[src/hdl/pfd_pkg.sv]
// pfd_pkg: shared types, codes and header layout constants for the frame deframer
`default_nettype none

package pfd_pkg;

    // byte position counter
    localparam int unsigned POS_W = 17;
    localparam logic [POS_W-1:0] POS_MAX = {POS_W{1'b1}};

    // header layout
    localparam logic [POS_W-1:0] MAGIC_LEN = 17'd4;
    localparam logic [POS_W-1:0] PRIO_POS  = 17'd4;
    localparam logic [POS_W-1:0] LEN_POS   = 17'd13;
    localparam logic [POS_W-1:0] HDR_LEN   = 17'd15;
    localparam logic [7:0]       PRIO_MAX  = 8'd7;

    // magic bytes 'T' 'S' 'N' '1'
    localparam logic [7:0] MAGIC_0 = 8'h54;
    localparam logic [7:0] MAGIC_1 = 8'h53;
    localparam logic [7:0] MAGIC_2 = 8'h4E;
    localparam logic [7:0] MAGIC_3 = 8'h31;

    // byte kind codes
    localparam logic [1:0] KIND_HDR  = 2'd0;
    localparam logic [1:0] KIND_NAME = 2'd1;
    localparam logic [1:0] KIND_PAY  = 2'd2;
    localparam logic [1:0] KIND_DROP = 2'd3;

    // end-of-packet status codes
    localparam logic [1:0] STAT_OK        = 2'd0;
    localparam logic [1:0] STAT_SHORT     = 2'd1;
    localparam logic [1:0] STAT_BAD_MAGIC = 2'd2;
    localparam logic [1:0] STAT_TRUNC     = 2'd3;

    // one result item
    typedef struct packed {
        logic [1:0]  kind;
        logic [7:0]  data_out;
        logic        done_res;
        logic [1:0]  status;
        logic [2:0]  priority_res;
        logic [63:0] sequence_res;
        logic [15:0] stream_length;
    } t_result;

    // expected magic byte at a header position
    function automatic logic [7:0] magic_byte(input logic [1:0] idx);
        logic [7:0] b;
        unique case (idx)
            2'd0:    b = MAGIC_0;
            2'd1:    b = MAGIC_1;
            2'd2:    b = MAGIC_2;
            default: b = MAGIC_3;
        endcase
        return b;
    endfunction

endpackage

`default_nettype wire

[src/hdl/pfd_ifs.sv]
// pfd_ifs: byte input and result output handshake channels
`default_nettype none

interface pfd_in_if;
    logic       valid;
    logic       ready;
    logic [7:0] data;
    logic       last;

    modport source (output valid, output data, output last, input ready);
    modport sink   (input valid, input data, input last, output ready);
endinterface

interface pfd_out_if;
    logic        valid;
    logic        ready;
    logic [1:0]  kind;
    logic [7:0]  data_out;
    logic        done_res;
    logic [1:0]  status;
    logic [2:0]  priority_res;
    logic [63:0] sequence_res;
    logic [15:0] stream_length;

    modport source (output valid, output kind, output data_out, output done_res,
                    output status, output priority_res, output sequence_res,
                    output stream_length, input ready);
    modport sink   (input valid, input kind, input data_out, input done_res,
                    input status, input priority_res, input sequence_res,
                    input stream_length, output ready);
endinterface

`default_nettype wire

[src/hdl/pfd_hdr_tracker.sv]
// pfd_hdr_tracker: per-packet header state and per-byte classification
`default_nettype none

module pfd_hdr_tracker
    import pfd_pkg::*;
(
    input  wire logic       i_clk,
    input  wire logic       i_rst_n,
    input  wire logic       i_step,
    input  wire logic [7:0] i_data,
    input  wire logic       i_last,
    output t_result         o_result
);

    logic [POS_W-1:0] r_pos;
    logic             r_magic_good;
    logic [2:0]       r_prio;
    logic [63:0]      r_seq;
    logic [15:0]      r_name_len;

    logic             n_magic_good;
    logic [2:0]       n_prio;
    logic [63:0]      n_seq;
    logic [15:0]      n_name_len;
    logic [POS_W-1:0] n_pos;
    logic [POS_W-1:0] name_off;
    logic [POS_W-1:0] need_len;
    logic [1:0]       kind;
    logic [1:0]       status;

    // header field capture for this byte
    always_comb begin
        n_magic_good = r_magic_good;
        n_prio       = r_prio;
        n_seq        = r_seq;
        n_name_len   = r_name_len;
        if (r_pos < MAGIC_LEN) begin
            if (i_data != magic_byte(r_pos[1:0])) begin
                n_magic_good = 1'b0;
            end
        end else if (r_pos == PRIO_POS) begin
            n_prio = (i_data > PRIO_MAX) ? PRIO_MAX[2:0] : i_data[2:0];
        end else if (r_pos < LEN_POS) begin
            n_seq = {r_seq[55:0], i_data};
        end else if (r_pos < HDR_LEN) begin
            n_name_len = {r_name_len[7:0], i_data};
        end
    end

    // saturating count and length compares
    assign n_pos    = (r_pos == POS_MAX) ? r_pos : r_pos + 1'b1;
    assign name_off = r_pos - HDR_LEN;
    assign need_len = {1'b0, n_name_len} + HDR_LEN;

    // byte kind
    always_comb begin
        priority if (!n_magic_good) begin
            kind = KIND_DROP;
        end else if (r_pos < HDR_LEN) begin
            kind = KIND_HDR;
        end else if (name_off < {1'b0, n_name_len}) begin
            kind = KIND_NAME;
        end else begin
            kind = KIND_PAY;
        end
    end

    // end-of-packet status, faults in priority order
    always_comb begin
        status = STAT_OK;
        if (i_last) begin
            priority if (n_pos < HDR_LEN) begin
                status = STAT_SHORT;
            end else if (!n_magic_good) begin
                status = STAT_BAD_MAGIC;
            end else if (n_pos < need_len) begin
                status = STAT_TRUNC;
            end else begin
                status = STAT_OK;
            end
        end
    end

    assign o_result = '{
        kind:          kind,
        data_out:      i_data,
        done_res:      i_last,
        status:        status,
        priority_res:  n_prio,
        sequence_res:  n_seq,
        stream_length: n_name_len
    };

    // packet state, cleared at the end of each packet
    always_ff @(posedge i_clk) begin
        if (!i_rst_n) begin
            r_pos        <= '0;
            r_magic_good <= 1'b1;
            r_prio       <= '0;
            r_seq        <= '0;
            r_name_len   <= '0;
        end else if (i_step) begin
            if (i_last) begin
                r_pos        <= '0;
                r_magic_good <= 1'b1;
                r_prio       <= '0;
                r_seq        <= '0;
                r_name_len   <= '0;
            end else begin
                r_pos        <= n_pos;
                r_magic_good <= n_magic_good;
                r_prio       <= n_prio;
                r_seq        <= n_seq;
                r_name_len   <= n_name_len;
            end
        end
    end

endmodule

`default_nettype wire

[src/hdl/pubsub_frame_deframer_core.sv]
// pubsub_frame_deframer_core: top level of the packet header deframer
`default_nettype none

// Takes one packet byte per cycle and returns one result item per byte; each
// byte passes an input register, then the result register. While the
// consumer takes results, the sustained rate is one byte per clock: the header
// state is updated in the single cycle in which a byte moves from the input
// register into the result register, so the next byte sees it at once. Both
// registers keep advancing while the consumer takes results; a stall on the
// output fills the result register and then the input register before ready
// drops. Bytes are forwarded before the packet is validated: the consumer must
// drop a packet whose final item has a status other than ok. Priority, sequence
// and stream length are meaningful only on the final item of a good packet.
module pubsub_frame_deframer_core
    import pfd_pkg::*;
(
    input  wire logic i_clk,
    input  wire logic i_rst_n,
    pfd_in_if.sink    i_in,
    pfd_out_if.source o_out
);

    logic       r_in_valid;
    logic [7:0] r_in_data;
    logic       r_in_last;
    logic       r_out_valid;
    t_result    r_out;

    logic       out_free;
    logic       step;
    t_result    result;

    // pipeline flow control
    assign out_free   = !r_out_valid || o_out.ready;
    assign step       = r_in_valid && out_free;
    assign i_in.ready = !r_in_valid || out_free;

    // input register
    always_ff @(posedge i_clk) begin
        if (!i_rst_n) begin
            r_in_valid <= 1'b0;
        end else if (i_in.ready) begin
            r_in_valid <= i_in.valid;
        end
    end

    always_ff @(posedge i_clk) begin
        if (i_in.ready && i_in.valid) begin
            r_in_data <= i_in.data;
            r_in_last <= i_in.last;
        end
    end

    // header tracking and classification
    pfd_hdr_tracker u_tracker (
        .i_clk    (i_clk),
        .i_rst_n  (i_rst_n),
        .i_step   (step),
        .i_data   (r_in_data),
        .i_last   (r_in_last),
        .o_result (result)
    );

    // result register
    always_ff @(posedge i_clk) begin
        if (!i_rst_n) begin
            r_out_valid <= 1'b0;
        end else if (out_free) begin
            r_out_valid <= r_in_valid;
        end
    end

    always_ff @(posedge i_clk) begin
        if (step) begin
            r_out <= result;
        end
    end

    // output channel
    assign o_out.valid         = r_out_valid;
    assign o_out.kind          = r_out.kind;
    assign o_out.data_out      = r_out.data_out;
    assign o_out.done_res      = r_out.done_res;
    assign o_out.status        = r_out.status;
    assign o_out.priority_res  = r_out.priority_res;
    assign o_out.sequence_res  = r_out.sequence_res;
    assign o_out.stream_length = r_out.stream_length;

endmodule

`default_nettype wire

[src/flat_wrapper.sv]
// flat-port wrapper written by rule: the top's interface ports become plain ports
module pubsub_frame_deframer_core_flat import pfd_pkg::*;
  (i_clk, i_rst_n, i_in_valid, i_in_data, i_in_last, i_in_ready, o_out_valid, o_out_kind, o_out_data_out, o_out_done_res, o_out_status, o_out_priority_res, o_out_sequence_res, o_out_stream_length, o_out_ready);
  pfd_in_if i_in_i ();
  pfd_out_if o_out_i ();
  input  wire logic i_clk;
  input  wire logic i_rst_n;
  input wire logic [$bits(i_in_i.valid)-1:0] i_in_valid;
  input wire logic [$bits(i_in_i.data)-1:0] i_in_data;
  input wire logic [$bits(i_in_i.last)-1:0] i_in_last;
  output wire logic [$bits(i_in_i.ready)-1:0] i_in_ready;
  output wire logic [$bits(o_out_i.valid)-1:0] o_out_valid;
  output wire logic [$bits(o_out_i.kind)-1:0] o_out_kind;
  output wire logic [$bits(o_out_i.data_out)-1:0] o_out_data_out;
  output wire logic [$bits(o_out_i.done_res)-1:0] o_out_done_res;
  output wire logic [$bits(o_out_i.status)-1:0] o_out_status;
  output wire logic [$bits(o_out_i.priority_res)-1:0] o_out_priority_res;
  output wire logic [$bits(o_out_i.sequence_res)-1:0] o_out_sequence_res;
  output wire logic [$bits(o_out_i.stream_length)-1:0] o_out_stream_length;
  input wire logic [$bits(o_out_i.ready)-1:0] o_out_ready;
  assign i_in_i.valid = i_in_valid;
  assign i_in_i.data = i_in_data;
  assign i_in_i.last = i_in_last;
  assign i_in_ready = i_in_i.ready;
  assign o_out_valid = o_out_i.valid;
  assign o_out_kind = o_out_i.kind;
  assign o_out_data_out = o_out_i.data_out;
  assign o_out_done_res = o_out_i.done_res;
  assign o_out_status = o_out_i.status;
  assign o_out_priority_res = o_out_i.priority_res;
  assign o_out_sequence_res = o_out_i.sequence_res;
  assign o_out_stream_length = o_out_i.stream_length;
  assign o_out_i.ready = o_out_ready;
  pubsub_frame_deframer_core u_core (.i_clk(i_clk), .i_rst_n(i_rst_n), .i_in(i_in_i), .o_out(o_out_i));
endmodule
[config.mk]
export PLATFORM = sky130hd
export DESIGN_NAME = pubsub_frame_deframer_core_flat
export DESIGN_NICKNAME = d
export VERILOG_FILES = /design/src/hdl/pfd_pkg.sv /design/src/hdl/pfd_ifs.sv /design/src/hdl/pfd_hdr_tracker.sv /design/src/hdl/pubsub_frame_deframer_core.sv /design/src/flat_wrapper.sv
export SDC_FILE = /design/constraint.sdc
export NUM_CORES = 1
export LEC_CHECK = 0
export BUFFER_PORTS_ARGS = -buffer_cell sky130_fd_sc_hd__buf_2
export CAP_MARGIN = 30
export CORE_MARGIN = 4
export CORE_UTILIZATION = 58
export CTS_BUF_LIST = sky130_fd_sc_hd__clkbuf_4 sky130_fd_sc_hd__clkbuf_8
export DETAILED_ROUTE_END_ITERATION = 10
export PLACE_DENSITY = 0.79
export REMOVE_ABC_BUFFERS = 1
export SLEW_MARGIN = 25
export SYNTH_ARGS = -nofsm -noshare
export SYNTH_HDL_FRONTEND = slang
export SYNTH_SLANG_ARGS = --single-unit
export TNS_END_PERCENT = 20
[constraint.sdc]
create_clock -name i_clk -period 13.44 [get_ports i_clk]
set_input_delay 1.344 -clock i_clk [delete_from_list [all_inputs] [get_ports i_clk]]
set_output_delay 1.344 -clock i_clk [all_outputs]
set_load 0.05 [all_outputs]
==> impl_metrics.toml, run 1 <==
[setup_path]
reg2reg_depth = 19
crit_path_end_kind = "flip-flop"
crit_fanout = 25
crit_path_start = "u_core.u_tracker.r_pos[9]$_SDFFE_PN0P_"
regToRegEndpoint = "u_core.o_out.status[1]$_SDFFCE_PP0P_"
setup.worst_path.end = "u_core.o_out.status[1]$_SDFFCE_PP0P_"
r2r_slack_ps = 8460
startpoint_type = "flip-flop"
path_class = "reg2reg"
arrival_ps = 5270
r2r_start = "u_core.u_tracker.r_pos[9]$_SDFFE_PN0P_"
cp_data_required_time_ps = 13730

[placement]
io_buffers = 110
gp_congestion = 0.941
dp_hpwl_microns = 14400

[synthesis]
synth.distinct_cells = 62
synth-edff-count = 105
ys_seq_elements = 208
seq_area_frac_synth = 0.537
syn_inst = 834
yosys_warnings = 0
async_flop_share = 0
syn_area_per_cell_sq_um = 11.6
synth_area_sq_um = 9720
synthFlopType = "edfxtp_1"

[timing]
finalCriticalPeriod_ps = 4980
max_freq_ghz = 0.201
slew_headroom = 0.383
rsz0062_at_grt = "false"
worstMarginPinSlew_ps = 926
setup_viol = 0
finalHoldViolCount = 0
maxSlewViolCount = 0
fin_crit_sh = 0.370
finClkSkew_ps = 15.7
finalSetupTns_ps = 0

[clock_network]
cts_hold_buf = 0
clock-sinks = 208
cts_root_buf = "clkbuf_8"
cts_resized = 0
cts_max_path_buffers = 3
cts_setup_buffers = 0
path_clk_slew_ps = 60
cts_made_buffers = 34
h-tree-depth = 2
tritoncts = "built"
clk_latency_ps = 530

[global_routing]
grt_max_degree = 75
grt_pass1_wl_microns = 35100
grt-ovfl-total = 0
grt_pass1_vias = 6666
antenna_found_initial = 1
gr-usage-all-layers = 0.234

[cells_and_area]
layout.nets = 980
multi_input_area_sq_um = 4200
post-route-util = 0.672
area_growth_pct = 14.2
seq_area_sq_um = 5220
fillers = 1244
drive_gt1_frac = 0.276

[power]
p_sw_uw = 325
power.share.combinational = 0.060
p_leak_nw = 4.34
internal-power_uw = 1000
irDropWorstVdd_uv = 75.8
power_frac_seq = 0.519
p_clk_frac = 0.421
p_per_area_nw_per_um2 = 119
swShare = 0.245

[detailed_routing]
ant_nets = 0
wirelength_microns = 21900
wire_per_inst_microns = 18.5
dr.pass1.iters = 5
drtIter0Drc = 488
drc = 0
vias_per_cell = 5.86
num_vias = 6911

[floorplan]
die_w_microns = 137
rows = 47
die-area_sq_um = 18900
fp.dieH_microns = 137
initial_core_util = 0.588
ioPinCount = 111
fp.coreArea_sq_um = 16500

[outcome]
outcome = "finished clean"

[run]
cap_violations = 0

[hold_path]
worstHoldPathType = "reg2reg"
## cells by family after synthesis
group                      after synthesis  synth area share
DFF                                    208             0.537
and+or+nand+nor                        216             0.122
muxes                                   87            0.0995
adders and majority gates               36            0.0462
buffers and inverters                   80            0.0331
xor gates and xnor gates                37            0.0334
AOI/OAI and AO/OA                      170             0.129
## per-layer routing
metal | track usage | wire, microns | up-vias
met4 | 0.0754 | 459 | 0
met2 | 0.374 | 10300 | 226
met5 | 0 | 0 | -
met1 | 0.325 | 9760 | 3325
met3 | 0.0435 | 1370 | 43
li1 | - | - | 3317
## state kept, by name, indices dropped and copies added (netlist names)
| register | flops |
|---|---|
| u_core.o_out.sequence_res | 64 |
| u_core.u_tracker.r_seq | 64 |
| u_core.u_tracker.r_pos | 17 |
| u_core.o_out.stream_length | 16 |
| u_core.u_tracker.r_name_len | 16 |
| u_core.o_out.data_out | 8 |
| u_core.r_in_data | 8 |
| u_core.o_out.priority_res | 3 |
| u_core.u_tracker.r_prio | 3 |
| u_core.o_out.kind | 2 |
| u_core.o_out.status | 2 |
| u_core.o_out.done_res | 1 |
| u_core.o_out.valid | 1 |
| u_core.r_in_last | 1 |
| u_core.r_in_valid | 1 |
| u_core.u_tracker.r_magic_good | 1 |
## power groups by stage
| stage | Sequential, mW | Clock [mW] | Combinational (mW) |
|---|---|---|---|
| 6_report | 0.688 | 0.557 | 0.0793 |
| 5_1_grt | 0.689 | 0.597 | 0.0838 |
| 4_1_cts | 0.688 | 0.573 | 0.0798 |
| 3_5_place_dp | 0.701 | 0 | 0.0795 |
| 3_3_place_gp | 0.701 | 0 | 0.0791 |
| 2_1_floorplan | 0.740 | 0 | 0.0173 |
## synth_stat cells (9+ instances only)
| cell type | number | share of area |
|---|---|---|
| a22o_1 | 64 | 0.058 |
| mux2_2 | 73 | 0.085 |
| mux2i_1 | 13 | 0.013 |
| xor2_1 | 16 | 0.014 |
| nand3_1 | 18 | 0.0093 |
| dfxtp_1 | 103 | 0.21 |
| o21ai_0 | 23 | 0.012 |
| nand2_1 | 46 | 0.018 |
| xnor2_1 | 21 | 0.019 |
| a22oi_1 | 25 | 0.019 |
| nand4_1 | 15 | 0.0097 |
| nor2b_1 | 31 | 0.020 |
| nor2_1 | 37 | 0.014 |
| a21oi_1 | 21 | 0.011 |
| inv_1 | 22 | 0.0085 |
| edfxtp_1 | 105 | 0.32 |
| clkbuf_1 | 46 | 0.018 |
| and2_1 | 9 | 0.0058 |
| nor3_1 | 13 | 0.0067 |
| ha_1 | 35 | 0.045 |
## placed cells by master (no fill, tap or decap), types with 11 or more instances in the layout
cell      instances
nor2b_1          31
nand4_1          15
ha_1             35
o21ai_0          23
buf_2           110
edfxtp_1        105
a22oi_1          25
xnor2_1          21
a21oi_1          21
clkbuf_8         40
mux2i_1          13
nand3_1          18
nand2_1          46
nor3_1           11
inv_1            22
clkbuf_4         11
mux2_2           73
dfxtp_1         103
a22o_1           64
nor2_1           37
xor2_1           16
## worst min path at each step
stage / from / to / slack, ps / cells after the start
global route: u_core.u_tracker.r_seq[61]$_SDFFE_PN0P_ / u_core.u_tracker.r_seq[61]$_SDFFE_PN0P_ / 490 / 1
detailed placement: u_core.u_tracker.r_magic_good$_SDFFE_PN1P_ / u_core.u_tracker.r_magic_good$_SDFFE_PN1P_ / 460 / 1
finish: u_core.u_tracker.r_prio[1]$_SDFFE_PN0P_ / u_core.u_tracker.r_prio[1]$_SDFFE_PN0P_ / 470 / 2
CTS: u_core.u_tracker.r_prio[1]$_SDFFE_PN0P_ / u_core.u_tracker.r_prio[1]$_SDFFE_PN0P_ / 470 / 2
floorplan: u_core.u_tracker.r_magic_good$_SDFFE_PN1P_ / u_core.u_tracker.r_magic_good$_SDFFE_PN1P_ / 430 / 1
global placement: u_core.u_tracker.r_magic_good$_SDFFE_PN1P_ / u_core.u_tracker.r_magic_good$_SDFFE_PN1P_ / 440 / 1
## critical path: stages, from the launching register on
cell and delay (ps):
dfxtp_1 430, nor3_2 410, nand4_4 270, nor3_4 210
buf_4 350, mux2_2 250, inv_1 60, ha_1 230
nor3b_1 150, mux2i_1 300, nand4_1 280, or3_1 400
ha_1 310, nand3_1 100, nor3_1 250, nand2_1 90
o32ai_1 220, a211oi_1 100, nand2b_1 140, and3_1 170
## stage by stage
| step | std cells | power [mW] | hold WS (ps) | instance area [sq um] | setup slack [ps] |
|---|---|---|---|---|---|
| CTS | 1178 | 1.34 | 466 | 11100 | 8450 |
| floorplan | 778 | 0.757 | 429 | 9480 | 6510 |
| global placement | 1116 | 0.780 | 441 | 10400 | 8580 |
| global route | 1179 | 1.37 | 492 | 11100 | 7970 |
| finish | 1179 | 1.32 | 466 | 11100 | 8460 |
| detailed placement | 1116 | 0.781 | 457 | 10400 | 8460 |
## final cells by class
type | count | share of cell area
flip-flops and latches | 208 | 0.470
multi-input cells | 546 | 0.378
clock buffers | 51 | 0.0570
repair buffers | 118 | 0.0550
well taps | 220 | 0.0248
inverters | 24 | 0.00834
clock inverters | 11 | 0.00643
diodes | 1 | 0.000225
(Power assumes the default switching activity.)
==> run 2, diff against run 1 <==
Settings changed: CORE_UTILIZATION 58 to 55.
Clock period 13.44 ns to 4.3 ns, I/O delays scaled along.
==> impl_metrics.toml, run 2 (same netlist as run 1, synthesis figures left out) <==
[global_routing]
antenna_found_initial = 0
grt-ovfl-total = 0
gr-usage-all-layers = 0.224
grt_max_degree = 65
grt_pass1_wl_microns = 36200
grt_pass1_vias = 6893

[setup_path]
arrival_ps = 4450
crit_fanout = 5
cp_data_required_time_ps = 4580
startpoint_type = "flip-flop"
path_class = "reg2reg"
crit_path_end_kind = "flip-flop"

[placement]
pre_cts_ws_ps = 48.0
post_dp_cell_area_sq_um = 10600
gp_congestion = 0.976
io_buffers = 110
dpl.cell_count = 1148
dp_hpwl_microns = 14800

[clock_network]
cts_made_buffers = 34
cts_root_buf = "clkbuf_8"
cts_max_path_buffers = 3
path_clk_slew_ps = 70
clock-sinks = 208
clk_latency_ps = 520
tritoncts = "built"
h-tree-depth = 2

[timing]
finClkSkew_ps = 15.4
worst_slack_ps = 134
maxSlewViolCount = 0
slew_headroom = 0.436
worstMarginPinSlew_ps = 846
holdWs_ps = 82.4
finalSetupTns_ps = 0
finalCriticalPeriod_ps = 4170
fin_crit_sh = 0.969
setup_viol = 0
max_freq_ghz = 0.240
finalHoldViolCount = 0
rsz0062_at_grt = "true"

[outcome]
outcome = "finished clean"

[cells_and_area]
final_cells = 1214
antenna_cells = 0
area_growth_pct = 17.7
post-route-util = 0.661
layout_common_cells = "buf_2 (110), edfxtp_1 (105), dfxtp_1 (102), mux2_2 (71), a22o_1 (64)"
stdcell_area_sq_um = 11400
drive_gt1_frac = 0.309
layout_commonest_cell = "buf_2"
layout.nets = 1012

[power]
p_per_area_nw_per_um2 = 363
p_leak_nw = 4.54
irDropWorstVdd_uv = 267
finalPower_mw = 4.16

[floorplan]
initial_core_util = 0.562
ioPinCount = 111
fp.coreArea_sq_um = 17300
die-area_sq_um = 19900
rows = 48
fp.dieH_microns = 141
die_w_microns = 141

[detailed_routing]
num_vias = 7144
vias_per_cell = 5.88
ant_nets = 0
drc = 0
drtIter0Drc = 627
wirelength_microns = 22500
dr.pass1.iters = 6
wire_per_inst_microns = 18.6

[hold_path]
worstHoldPathType = "in2reg"

[run]
cap_violations = 0
## run 2: cell types whose count changed in the layout (fill, tap and decap cells not counted), sizes merged
| cell | change |
|---|---|
| clkbuf | +1 |
| diode | -1 |
| buf | +31 |
| clkinv | -1 |
| inv | -1 |
| bufinv | +1 |
## run 2: worst max-delay path, cell delays in order (launching register included)
cell and delay (ps):
dfxtp_2 330, nor4_4 370, nand4_4 170, nor3_4 230, mux2_4 210, inv_1 70
ha_4 160, nor3b_2 140, mux2i_1 210, nand4_1 230, or3_4 450, ha_4 280
nand3_2 70, nor3_2 210, nand2_1 90, o32ai_2 280, a211oi_2 80, nand2b_1 150
and3_1 200
## run 2: layout make-up
type / count / area (sq um)
fill: 1332 / 5860
timing repair buffer: 150 / 873
multi-input combinational: 546 / 4270
clock inverter: 10 / 78.8
sequential: 208 / 5220
clock buffer: 51 / 621
inverter: 24 / 95.1
tap: 225 / 282
## run 2: report_power, final
group	internal, mW	switching (mW)	leakage [nW]
logic	0.0487	0.206	2.35
clock network	0.989	0.763	0.371
registers	2.12	0.0255	1.82
total	3.16	0.995	4.54
## run 2: per-layer routing
| metal | up-vias | wire, microns | GRT usage |
|---|---|---|---|
| met1 | 3448 | 10000 | 0.316 |
| li1 | 3380 | - | - |
| met5 | - | 0 | 0 |
| met2 | 277 | 10600 | 0.352 |
| met3 | 39 | 1460 | 0.0427 |
| met4 | 0 | 464 | 0.0714 |
## run 2: path summary, 6_finish.rpt
| kind | cells past startpoint | slack (ps) | to | start |
|---|---|---|---|---|
| max reg2reg | 18 | 130 | u_core.o_out.status[1]$_SDFFCE_PP0P_ | u_core.u_tracker.r_pos[8]$_SDFFE_PN0P_ |
| min reg2reg | 1 | 460 | u_core.u_tracker.r_magic_good$_SDFFE_PN1P_ | u_core.u_tracker.r_magic_good$_SDFFE_PN1P_ |
| min | 1 | 80 | u_core.r_in_last$_DFFE_PP_ | i_in_last |
| max | 18 | 130 | u_core.o_out.status[1]$_SDFFCE_PP0P_ | u_core.u_tracker.r_pos[8]$_SDFFE_PN0P_ |
## run 2: repair_timing
item,in CTS,in global routing
setup buffers,0,4
hold buffers,0,0
endpoints found under the setup margin,0,2
endpoints found under the hold margin,0,0
resized for setup,0,20
